<file path="config.mk">
export PLATFORM = sky130hd
export DESIGN_NAME = six_step_commutation_ramp
export DESIGN_NICKNAME = d
export VERILOG_FILES = /design/src/rtl/ssc_pkg.sv /design/src/rtl/ssc_core.sv /design/src/rtl/ssc_skid.sv /design/src/rtl/six_step_commutation_ramp.sv
export SDC_FILE = /design/constraint.sdc
export NUM_CORES = 1
export LEC_CHECK = 0
export BUFFER_PORTS_ARGS = -buffer_cell sky130_fd_sc_hd__buf_2
export CAP_MARGIN = 20
export CORE_ASPECT_RATIO = 0.7
export CORE_MARGIN = 2
export CORE_UTILIZATION = 30
export CTS_CLUSTER_SIZE = 24
export DETAILED_ROUTE_END_ITERATION = 8
export GPL_ROUTABILITY_DRIVEN = 0
export SLEW_MARGIN = 20
export SYNTH_ARGS = -nofsm -noshare
export SYNTH_HDL_FRONTEND = slang
export SYNTH_SLANG_ARGS = --single-unit
</file>
<file path="constraint.sdc">
create_clock -name i_clk -period 9.3 [get_ports i_clk]
set_input_delay 2.79 -clock i_clk [delete_from_list [all_inputs] [get_ports i_clk]]
set_output_delay 2.79 -clock i_clk [all_outputs]
set_load 0.02 [all_outputs]
</file>
<file path="src/rtl/ssc_pkg.sv">
package ssc_pkg;

    localparam int PERIOD_BITS = 16;

    // floor(p / 1000) as (p * MS_RECIP) >> MS_SHIFT, exact for any PERIOD_BITS-bit p
    localparam int MS_SHIFT = PERIOD_BITS + 10;
    localparam logic [PERIOD_BITS:0] MS_RECIP =
        (PERIOD_BITS + 1)'(((64'd1 << MS_SHIFT) + 64'd999) / 64'd1000);

    localparam int unsigned MS_ABOVE    = 32'd16380;
    localparam int unsigned GEAR2_BELOW = 32'd39950;
    localparam int unsigned GEAR3_BELOW = 32'd20000;
    localparam int unsigned GEAR4_BELOW = 32'd3000;
    localparam int unsigned GEAR5_BELOW = 32'd1100;
    localparam int unsigned GEAR6_BELOW = 32'd1000;

    localparam logic [2:0] GEAR_FIRST  = 3'd1;
    localparam logic [2:0] GEAR_SECOND = 3'd2;
    localparam logic [2:0] GEAR_THIRD  = 3'd3;
    localparam logic [2:0] GEAR_FOURTH = 3'd4;
    localparam logic [2:0] GEAR_FIFTH  = 3'd5;
    localparam logic [2:0] GEAR_SIXTH  = 3'd6;

    localparam logic [2:0] STAGE_FIRST = 3'd0;
    localparam logic [2:0] STAGE_LAST  = 3'd5;

    localparam int NUM_DECS = 5;

    // Configuration register indexes
    localparam logic [2:0] CFG_START_PERIOD = 3'd0;
    localparam logic [2:0] CFG_MIN_PERIOD   = 3'd1;
    localparam logic [2:0] CFG_FIRST_DEC    = 3'd2;
    localparam logic [2:0] CFG_SECOND_DEC   = 3'd3;
    localparam logic [2:0] CFG_THIRD_DEC    = 3'd4;
    localparam logic [2:0] CFG_FOURTH_DEC   = 3'd5;
    localparam logic [2:0] CFG_FIFTH_DEC    = 3'd6;

    localparam logic [15:0] RST_START_PERIOD = 16'd40000;
    localparam logic [15:0] RST_MIN_PERIOD   = 16'd900;
    localparam logic [11:0] RST_FIRST_DEC    = 12'd50;
    localparam logic [11:0] RST_SECOND_DEC   = 12'd300;
    localparam logic [11:0] RST_THIRD_DEC    = 12'd50;
    localparam logic [11:0] RST_FOURTH_DEC   = 12'd2;
    localparam logic [11:0] RST_FIFTH_DEC    = 12'd1;

    typedef struct packed {
        logic tick;
        logic restart;
    } t_in_item;

    typedef struct packed {
        logic [2:0]  phase_drive;
        logic [2:0]  stage_number;
        logic [2:0]  gear_number;
        logic [15:0] current_period;
        logic        stage_began;
    } t_out_item;

    typedef struct packed {
        logic      valid;
        t_out_item item;
    } t_push;

    // Phase levels per stage: LLH, HLH, HLL, HHL, LHL, LHH (bit0 = phase one)
    function automatic logic [2:0] stage_phases(input logic [2:0] stage);
        logic [2:0] p;
        case (stage)
            3'd0:    p = 3'b100;
            3'd1:    p = 3'b101;
            3'd2:    p = 3'b001;
            3'd3:    p = 3'b011;
            3'd4:    p = 3'b010;
            default: p = 3'b110;
        endcase
        return p;
    endfunction

endpackage

</file>
<file path="src/rtl/ssc_core.sv">
module ssc_core (
    input  logic                i_clk,
    input  logic                i_rst_n,
    input  logic                i_accept,
    input  ssc_pkg::t_in_item   i_item,
    input  logic                i_cfg_we,
    input  logic [2:0]          i_cfg_index,
    input  logic [15:0]         i_cfg_data,
    output ssc_pkg::t_push      o_push
);

    localparam int PB = ssc_pkg::PERIOD_BITS;

    logic [15:0]   r_start_period;
    logic [15:0]   r_min_period;
    logic [11:0]   r_dec [ssc_pkg::NUM_DECS];

    logic [PB-1:0] r_period,   n_period;
    logic [PB-1:0] r_elapsed,  n_elapsed;
    logic [2:0]    r_stage,    n_stage;
    logic [2:0]    r_gear,     n_gear;
    logic [PB-1:0] r_duration, n_duration;

    logic [2*PB:0] ms_prod;
    logic [PB-1:0] ms_quot;
    logic [PB+9:0] ms_quot_x;
    logic [PB+9:0] ms_floor;
    logic [PB-1:0] dur_raw;

    logic [PB:0]   elapsed_inc;
    logic          hit;
    logic [2:0]    dec_idx;
    logic [PB-1:0] dec;
    logic [PB-1:0] min_p;
    logic [PB-1:0] adj_period;
    logic [2:0]    level;
    logic          began;

    // Config writes
    always_ff @(posedge i_clk) begin
        if (!i_rst_n) begin
            r_start_period <= ssc_pkg::RST_START_PERIOD;
            r_min_period   <= ssc_pkg::RST_MIN_PERIOD;
            r_dec[0]       <= ssc_pkg::RST_FIRST_DEC;
            r_dec[1]       <= ssc_pkg::RST_SECOND_DEC;
            r_dec[2]       <= ssc_pkg::RST_THIRD_DEC;
            r_dec[3]       <= ssc_pkg::RST_FOURTH_DEC;
            r_dec[4]       <= ssc_pkg::RST_FIFTH_DEC;
        end else if (i_cfg_we) begin
            case (i_cfg_index)
                ssc_pkg::CFG_START_PERIOD: r_start_period <= i_cfg_data;
                ssc_pkg::CFG_MIN_PERIOD:   r_min_period   <= i_cfg_data;
                ssc_pkg::CFG_FIRST_DEC:    r_dec[0]       <= i_cfg_data[11:0];
                ssc_pkg::CFG_SECOND_DEC:   r_dec[1]       <= i_cfg_data[11:0];
                ssc_pkg::CFG_THIRD_DEC:    r_dec[2]       <= i_cfg_data[11:0];
                ssc_pkg::CFG_FOURTH_DEC:   r_dec[3]       <= i_cfg_data[11:0];
                ssc_pkg::CFG_FIFTH_DEC:    r_dec[4]       <= i_cfg_data[11:0];
                default: ;
            endcase
        end
    end

    // Stage length from the period, refreshed every cycle. It is registered, so it
    // lags a period change into the next cycle; such a change only ever lands with elapsed at zero.
    always_comb begin
        ms_prod   = (2*PB+1)'(r_period) * (2*PB+1)'(ssc_pkg::MS_RECIP);
        ms_quot   = PB'(ms_prod >> ssc_pkg::MS_SHIFT);
        ms_quot_x = (PB+10)'(ms_quot);
        ms_floor  = (ms_quot_x << 10) - (ms_quot_x << 4) - (ms_quot_x << 3);
        dur_raw   = (32'(r_period) > ssc_pkg::MS_ABOVE) ? PB'(ms_floor) : r_period;
        n_duration = (dur_raw == '0) ? PB'(1) : dur_raw;
    end

    always_comb begin
        elapsed_inc = {1'b0, r_elapsed} + (PB+1)'(1);
        // With elapsed at zero the stage ends only for a one-tick duration
        if (r_elapsed == '0) begin
            hit = (r_period <= PB'(1));
        end else begin
            hit = (elapsed_inc >= {1'b0, r_duration});
        end

        dec_idx = (r_gear >= ssc_pkg::GEAR_FIFTH) ? 3'd4 :
                  ((r_gear == '0) ? 3'd0 : r_gear - 3'd1);
        dec     = PB'(r_dec[dec_idx]);
        min_p   = PB'(r_min_period);

        if (r_period > min_p) begin
            adj_period = (r_period >= dec) ? r_period - dec : '0;
        end else begin
            adj_period = min_p;
        end

        if (32'(adj_period) < ssc_pkg::GEAR6_BELOW) begin
            level = ssc_pkg::GEAR_SIXTH;
        end else if (32'(adj_period) < ssc_pkg::GEAR5_BELOW) begin
            level = ssc_pkg::GEAR_FIFTH;
        end else if (32'(adj_period) < ssc_pkg::GEAR4_BELOW) begin
            level = ssc_pkg::GEAR_FOURTH;
        end else if (32'(adj_period) < ssc_pkg::GEAR3_BELOW) begin
            level = ssc_pkg::GEAR_THIRD;
        end else if (32'(adj_period) < ssc_pkg::GEAR2_BELOW) begin
            level = ssc_pkg::GEAR_SECOND;
        end else begin
            level = ssc_pkg::GEAR_FIRST;
        end

        n_period  = r_period;
        n_elapsed = r_elapsed;
        n_stage   = r_stage;
        n_gear    = r_gear;
        began     = 1'b0;

        if (i_item.restart) begin
            n_period  = PB'(r_start_period);
            n_gear    = ssc_pkg::GEAR_FIRST;
            n_stage   = ssc_pkg::STAGE_FIRST;
            n_elapsed = '0;
            began     = 1'b1;
        end else if (i_item.tick) begin
            if (hit) begin
                n_elapsed = '0;
                began     = 1'b1;
                if (r_stage >= ssc_pkg::STAGE_LAST) begin
                    n_period = adj_period;
                    n_gear   = (level > r_gear) ? level : r_gear;
                    n_stage  = ssc_pkg::STAGE_FIRST;
                end else begin
                    n_stage  = r_stage + 3'd1;
                end
            end else begin
                n_elapsed = PB'(elapsed_inc);
            end
        end
    end

    always_ff @(posedge i_clk) begin
        if (!i_rst_n) begin
            r_period  <= PB'(ssc_pkg::RST_START_PERIOD);
            r_elapsed <= '0;
            r_stage   <= ssc_pkg::STAGE_FIRST;
            r_gear    <= ssc_pkg::GEAR_FIRST;
        end else if (i_accept) begin
            r_period  <= n_period;
            r_elapsed <= n_elapsed;
            r_stage   <= n_stage;
            r_gear    <= n_gear;
        end
    end

    always_ff @(posedge i_clk) begin
        r_duration <= n_duration;
    end

    always_comb begin
        o_push.valid               = i_accept;
        o_push.item.phase_drive    = ssc_pkg::stage_phases(n_stage);
        o_push.item.stage_number   = n_stage;
        o_push.item.gear_number    = n_gear;
        o_push.item.current_period = 16'(n_period);
        o_push.item.stage_began    = began;
    end

endmodule

</file>
<file path="src/rtl/ssc_skid.sv">
module ssc_skid (
    input  logic               i_clk,
    input  logic               i_rst_n,
    input  ssc_pkg::t_push     i_push,
    output logic               o_full,
    output logic               o_valid,
    input  logic               i_stall,
    output ssc_pkg::t_out_item o_result
);

    logic               r_main_valid, n_main_valid;
    logic               r_skid_valid, n_skid_valid;
    ssc_pkg::t_out_item r_main,       n_main;
    ssc_pkg::t_out_item r_skid,       n_skid;
    logic               take;

    // Upstream never pushes while the skid entry is occupied
    always_comb begin
        take         = r_main_valid && !i_stall;
        n_main_valid = r_main_valid;
        n_skid_valid = r_skid_valid;
        n_main       = r_main;
        n_skid       = r_skid;
        if (take) begin
            if (r_skid_valid) begin
                n_main       = r_skid;
                n_skid_valid = 1'b0;
            end else begin
                n_main_valid = i_push.valid;
                n_main       = i_push.item;
            end
        end else if (i_push.valid) begin
            if (!r_main_valid) begin
                n_main_valid = 1'b1;
                n_main       = i_push.item;
            end else begin
                n_skid_valid = 1'b1;
                n_skid       = i_push.item;
            end
        end
    end

    always_ff @(posedge i_clk) begin
        if (!i_rst_n) begin
            r_main_valid <= 1'b0;
            r_skid_valid <= 1'b0;
        end else begin
            r_main_valid <= n_main_valid;
            r_skid_valid <= n_skid_valid;
        end
    end

    always_ff @(posedge i_clk) begin
        r_main <= n_main;
        r_skid <= n_skid;
    end

    assign o_full   = r_skid_valid;
    assign o_valid  = r_main_valid;
    assign o_result = r_main;

endmodule

</file>
<file path="src/rtl/six_step_commutation_ramp.sv">
// Open-loop six-step startup ramp: each accepted item (optional microsecond
// tick, optional restart) updates the stage counter, commutation stage, ramp
// period and gear, and yields exactly one result with the phase levels and
// state after that update. One item is accepted per clock while o_stall is
// low; the update is a single pass of counter, compare and subtract logic,
// and results land in a two-entry output buffer so input keeps flowing while
// one result waits. Config writes are always ready and take effect on the
// next item; write them only while the block is idle.
module six_step_commutation_ramp (
    input  logic               i_clk,
    input  logic               i_rst_n,
    input  logic               i_valid,
    output logic               o_stall,
    input  ssc_pkg::t_in_item  i_item,
    output logic               o_valid,
    input  logic               i_stall,
    output ssc_pkg::t_out_item o_result,
    input  logic               i_cfg_valid,
    output logic               o_cfg_ready,
    input  logic [2:0]         i_cfg_index,
    input  logic [15:0]        i_cfg_data
);

    logic           accept;
    logic           skid_full;
    ssc_pkg::t_push push;

    assign o_cfg_ready = 1'b1;
    assign o_stall     = skid_full;
    assign accept      = i_valid && !skid_full;

    ssc_core u_core (
        .i_clk       (i_clk),
        .i_rst_n     (i_rst_n),
        .i_accept    (accept),
        .i_item      (i_item),
        .i_cfg_we    (i_cfg_valid),
        .i_cfg_index (i_cfg_index),
        .i_cfg_data  (i_cfg_data),
        .o_push      (push)
    );

    ssc_skid u_skid (
        .i_clk    (i_clk),
        .i_rst_n  (i_rst_n),
        .i_push   (push),
        .o_full   (skid_full),
        .o_valid  (o_valid),
        .i_stall  (i_stall),
        .o_result (o_result)
    );

endmodule

</file>
# [After elaboration in Yosys (flattened, before gate mapping)]
# Memory sizes are Yosys's and may differ from the RTL's.
# Cells that the tools add are included.
[totals] reg_bits=140 latchBits=0 mem_bits_rw=60 rom_bits=0 in_bits=26 out_inout_bits=29 wordCells=142 memories=1
[op_classes] n_addsub=6 n_mul=1 div=0 n_lt_le_gt_ge=13 n_eq_ne=12 n_shift=0 n_mux=64 bitwise_logic=7 n_reduce_logical=19
[mem_list] memory="u_core.r_dec" words=5 word_bits=12 rd=1 rd_ports_with_merged_regs=0 wr=5 line="ssc_core.sv:16" text="logic [11:0] r_dec [ssc_pkg::NUM_DECS];"
[op_table] op="2-to-1 mux 16 bit" count=10
[op_table] op="2-to-1 mux 26 bit" count=4
[op_table] op="2-to-1 mux 12 bit" count=5
[op_table] op="2-to-1 mux 3 bit" count=15
[op_table] op="multiplier 16 x 17 -> 33 bit, second input constant" count=1
[op_table] op="logical NOT 16 bit" count=2
[op_table] op="2-to-1 mux 1 bit" count=28
[op_table] op="adder 16 x 1 -> 17 bit, second input constant" count=1
[op_table] op="greater-or-equal comparator 17 x 16 -> 1 bit" count=1
[op_table] op="greater-or-equal comparator 16 x 12 -> 1 bit" count=1
[op_table] op="greater-than comparator 16 x 14 -> 1 bit, second input constant" count=1
[op_table] op="greater-than comparator 16 bit" count=1
[op_table] op="<= comparator 16 x 1 -> 1 bit, second input constant" count=1
[op_table] op="less-than comparator 16 x 10 -> 1 bit, second input constant" count=1
[op_table] op="less-than comparator 16 x 11 -> 1 bit, second input constant" count=1
[op_table] op="less-than comparator 16 x 12 -> 1 bit, second input constant" count=1
[op_table] op="less-than comparator 16 x 15 -> 1 bit, second input constant" count=1
[op_table] op="less-than comparator 16 bit, second input constant" count=1
[op_table] op="subtractor 16 x 10 -> 16 bit" count=1
[op_table] op="subtractor 16 x 11 -> 16 bit" count=1
[op_table] op="subtractor 16 x 12 -> 16 bit" count=1
[op_table] op="case mux 3 bit (5 select lines)" count=1
[op_table] op="equality test 3 x 2 -> 1 bit, second input constant" count=4
[op_table] op="equality test 3 bit, second input constant" count=4
[op_table] op="other kinds (16)" count=34

# [Depth between registers and ports, before layout]
# An unclocked memory read counts as a cell.
[logic_depth] depth_word=22 depth_mapped=32 depth_no_buf=32

# [Modules after synthesis]
# Synthesis repeated with hierarchy kept, for this count alone.
[unflattened] cells_unflattened=1565 area_unflattened_um2=14980.6
[by_module_without_submodules] module="ssc_core" instances=1 cells_each=1471 area_per_inst_um2=12894.9 seq_area_each_um2=3523.4
[by_module_without_submodules] module="ssc_skid" instances=1 cells_each=91 area_per_inst_um2=2060.7 seq_area_each_um2=1601.5
[by_module_without_submodules] module="six_step_commutation_ramp" instances=1 cells_each=3 area_per_inst_um2=25.0 seq_area_each_um2=0.0

# [Worst setup path after synthesis]
# Ideal clock, no wire load.
[synth_timing] kind="reg-to-reg" from="reg u_core.r_period[11]" to="reg u_core.r_duration[0]" setup_time_ns=0.092 arrival_ns=7.147 t_required_ns=9.208 slack_ns=2.061 path_stages_with_launch=31 n_path_buf=2 period_less_slack_ns=7.239 cell_sequence="dfxtp_1 inv_1 ha_1 ha_1 inv_1 fa_1 fa_1 inv_1 fa_1 ha_1 ha_1 clkbuf_1 a21oi_1 nand2_1 a21o_1 a221o_1 a21oi_2 xor2_1 ha_1 ha_1 clkbuf_1 a21oi_1 nor2b_1 o21ai_0 a21oi_1 o21a_1 a311o_1 xnor2_1 o221ai_1 or4_1 o32ai_1"
[synth_between] elab_chain_len=5 elab_cells_between_ends=6 cone_classes="add/sub: 2; mul: 1; order compare: 1; mux: 1; reduce/logical: 1"
[synth_rtl] item="start: declaration" line="ssc_core.sv:18" text="logic [PB-1:0] r_period, n_period;"
[synth_rtl] item="start signal: assignment" line="ssc_core.sv:139" text="r_period <= PB'(ssc_pkg::RST_START_PERIOD);"
[synth_rtl] item="start signal: assignment" line="ssc_core.sv:144" text="r_period <= n_period;"
[synth_rtl] item="multiplier 16 x 17 -> 33 bit" line="ssc_core.sv:66" text="ms_prod = (2*PB+1)'(r_period) * (2*PB+1)'(ssc_pkg::MS_RECIP);"
[synth_rtl] item="subtractor 16 x 11 -> 16 bit" line="ssc_core.sv:69" text="ms_floor = (ms_quot_x << 10) - (ms_quot_x << 4) - (ms_quot_x << 3);"
[synth_rtl] item="subtractor 16 x 10 -> 16 bit" line="ssc_core.sv:69"
[synth_rtl] item="2-to-1 mux 16 bit (*)" line="ssc_core.sv:70" text="dur_raw = (32'(r_period) > ssc_pkg::MS_ABOVE) ? PB'(ms_floor) : r_period;"
[synth_rtl] item="logical NOT 16 bit" line="ssc_core.sv:71" text="n_duration = (dur_raw == '0) ? PB'(1) : dur_raw;"
[synth_rtl] item="end signal: assignment" line="ssc_core.sv:152" text="r_duration <= n_duration;"
[synth_rtl] item="end: declaration" line="ssc_core.sv:22" text="logic [PB-1:0] r_duration, n_duration;"
# Mark *: on every way between the ends. The rest lies on a longest branch, timed or not.
# A chain may end at the register's enable or synchronous reset.

# [Final worst setup path]
[layout_timing] from="reg u_core.r_period[8]" to="reg u_core.r_duration[0]"
# The elaborated chain is that of the path after synthesis.

==> flow_metrics.py <==
metrics = {
    "synth": {
        "synthArstFlopShare_pct": 0,
        "synth_top_area_cell": "edfxtp_1",
        "yosysUniqueCellTypes": 76,
        "syn-cell-area_sq_mm": 0.0149,
        "syn_avg_cell_area_sq_um": 9.27,
        "synthTopCellsByArea": "edfxtp_1 (23%), ha_1 (17%), dfxtp_1 (12%)",
        "ys_warn_count": 0,
        "ys_seq_elements": 200,
        "synth_nets": 1879,
        "synth_compound_area_share_pct": 17.0,
        "synth_seq_area_share_pct": 34.4,
        "synthMuxAreaShare_pct": 1.97,
        "synth_xor_xnor_area_share_pct": 2.29,
        "synth_top_area_share_pct": 22.6,
        "synthAdderAreaFrac_pct": 22.8,
        "netlist_instances": 1606,
        "synthSimpleGateAreaFrac_pct": 16.1,
        "ys.flop_type": "edfxtp_1",
        "synth_top_family_by_area": "adder cells",
        "synth_enable_flop_cells": 112,
    },
    "critical_path": {
        "r2r-end": "u_core.r_duration[0]",
        "r2r_start": "u_core.r_period[8]",
        "crit_path_end": "u_core.r_duration[0]",
        "crit_start": "u_core.r_period[8]",
        "r2r_slack_ps": 680,
        "cp-start-kind": "flip-flop",
        "cp-end-kind": "flip-flop",
        "slowest_stage": "a2111oi_0",
        "path_max_fanout": 12,
        "crit_required_ps": 9660,
        "crit_type": "flip-flop to flip-flop",
        "cpMostUsedCell": "ha_1",
        "arrival_ps": 8980,
        "slowest_delay_ps": 830,
        "reg2reg_depth": 30,
    },
    "grt": {
        "grt_use_met1_pct": 24.5,
        "grt_antenna_before_repair": 0,
        "grt_pass1_vias": 11400,
        "grt_pass1_wl_um": 64100,
        "grt_busiest_layer": "met1",
        "grtUsageMet2_pct": 22.1,
        "met3_usage_pct": 3.20,
        "grt_remaining_overflow": 0,
        "grt_use_total_pct": 15.7,
        "grt_max_degree": 81,
    },
    "cts": {
        "clock_path_buffers": 2,
        "clock_tree.root_cell": "clkbuf_16",
        "cts_sinks": 200,
        "post_cts_buffers": 0,
        "ctsHoldBuffers": 0,
        "cts_resized": 0,
        "tritoncts": "built",
        "clk_latency_ps": 450,
        "numCtsBuffers": 17,
        "clk_pin_slew_ps": 80,
        "htree_levels": 4,
    },
    "floorplanning": {
        "row_count": 68,
        "die-area_sq_mm": 0.0515,
        "ios": 55,
        "fp.coreArea_sq_mm": 0.0492,
        "initial_core_util_pct": 30.3,
        "fp.dieW_um": 270,
        "die_y_um": 190,
    },
    "min_path": {
        "min_path_type": "flip-flop to flip-flop",
        "holdPathStages": 2,
    },
    "power_and_ir_drop": {
        "total_power_mw": 3.50,
        "ir_worst_vdd_mv": 0.134,
        "power.leakage_nw": 7.05,
        "powerDensity_mw_per_mm2": 210,
    },
    "timing": {
        "period_share_pct": 92.7,
        "fmax_mhz": 116,
        "fin_crit_ps": 8620,
        "fin_setup_tns_ps": 0,
        "setup_viol": 0,
        "hold_viol": 0,
        "skew_ps": 16.3,
        "worst_slew_pin_slew_ps": 1310,
        "max_slew_margin_pct": 11.8,
        "worst_slack_ps": 682,
        "rsz0062_at_grt": "no",
        "slew_viol_final": 0,
        "fin_hold_ws_ps": 473,
    },
    "final_layout": {
        "area_growth_pct": 11.5,
        "multi_input_area_sq_mm": 0.00899,
        "nFillCells": 5074,
        "seqCellArea_sq_mm": 0.00512,
        "drive_gt1_share_pct": 9.74,
        "nets": 1913,
        "n_antenna_cell": 0,
    },
    "drt": {
        "first_pass_iters": 5,
        "ant_nets": 0,
        "routed_wl_um": 40600,
        "drt_iter0_drc": 1115,
        "via_per_inst": 5.22,
        "via_count": 12100,
        "drc": 0,
        "wl_per_cell_um": 17.5,
    },
    "placement": {
        "dpl.hpwl_um": 30900,
        "post-place-ws_ps": 807,
        "port_buffers": 53,
    },
    "flow_run": {
        "max_cap_violations": 0,
    },
    "status": {
        "outcome": "finished clean",
    },
}
==> routing by layer <==
metal | wire [um] | up-vias
met3 | 3140 | 39
met5 | 0 | -
met2 | 16300 | 405
met1 | 20700 | 5822
li1 | - | 5827
met4 | 480 | 0
==> per-stage QoR <==
stage / area (sq um) / std cells / util (%)
after global placement: 16000 / 2286 / 32.5
final: 16600 / 2318 / 33.8
after CTS: 16600 / 2318 / 33.7
after floorplan: 14900 / 1606 / -
after detailed placement: 16000 / 2286 / 32.5
after global routing: 16600 / 2318 / 33.8
==> kinds of logic (layout without fill, tap and decap cells) <==
logic type	after synthesis	in the layout
and+or+nand+nor	500	500
AOI/OAI and AO/OA	379	379
xor gates and xnor gates	39	39
muxes	27	27
buffers and inverters	213	260
other	1	1
DFF	200	200
adders and majority gates	247	247
==> cell usage in the layout, fill, tap and decap left out, types with 18 or more instances in the layout <==
cell type,n
nor2_1,132
and2_1,18
ha_1,207
buf_2,53
clkbuf_16,18
a21oi_1,72
nor2b_1,26
nand3_1,28
fa_1,40
nand2_1,160
inv_1,141
a21boi_0,30
dfxtp_1,88
nand4_1,18
xnor2_1,23
buf_4,33
o21ai_0,96
nor3_1,22
a21o_1,25
edfxtp_1,112
mux2_2,18
==> report_power, final <==
part	switching, mW	internal (mW)	total [mW]
registers	0.0366	1.02	1.05
clock network	0.354	0.404	0.758
logic	1.03	0.652	1.69
==> synth_stat cells, drive strengths merged, types with 4 or more instances <==
cell / instances
nor3: 25
a21o: 25
o31ai: 9
ha: 207
nor4: 14
a211oi: 12
o211ai: 15
or2: 6
and2: 18
nand3: 28
a2111oi: 7
nor2b: 26
clkbuf: 64
or3: 16
and4: 4
o21ai: 102
o311ai: 14
mux2: 18
a21oi: 73
o21a: 6
nand2: 160
o221ai: 14
xnor2: 23
xor2: 16
a21boi: 30
nor3b: 11
fa: 40
nand2b: 18
and3: 16
a31oi: 8
nand4: 18
a311oi: 4
a311o: 4
dfxtp: 88
inv: 142
a22oi: 15
buf: 7
mux2i: 9
nor2: 132
edfxtp: 112
o22ai: 12
==> layout make-up <==
class,instances,share of cell area [%]
multi-input combinational,1193,54.2
sequential,200,30.9
tap,665,5.01
inverter,142,3.21
timing repair buffer,86,3.09
clock buffer,21,2.96
clock inverter,11,0.716
==> how the worst min path moves through the flow <==
stage,from,end
global placement,u_core.r_start_period[12],u_core.r_start_period[12]
floorplan,u_core.r_start_period[15],u_core.r_start_period[15]
finish,u_core.r_start_period[4],u_core.r_start_period[4]
CTS,u_core.r_start_period[2],u_core.r_start_period[2]
detailed placement,u_core.r_start_period[10],u_core.r_start_period[10]
global route,u_core.r_start_period[3],u_core.r_start_period[3]
==> flip-flops by register name (all words and copies together) (netlist names) <==
name / cells
u_core.min_p: 16
u_core.r_dec: 60
u_core.r_duration: 16
u_core.r_elapsed: 16
u_core.r_gear: 3
u_core.r_period: 16
u_core.r_stage: 3
u_core.r_start_period: 16
u_skid.o_full: 1
u_skid.o_result: 26
u_skid.o_valid: 1
u_skid.r_skid: 26
==> worst max-delay path: cells and delay by family (launching register included) <==
family | cells | cell delay (ps)
xor gates and xnor gates | 1 | 200
adders and majority gates | 9 | 3430
DFF | 1 | 670
buffers and inverters | 3 | 280
and+or+nand+nor | 7 | 1490
AOI/OAI and AO/OA | 10 | 2460
Power figures use the tool's default switching activity.
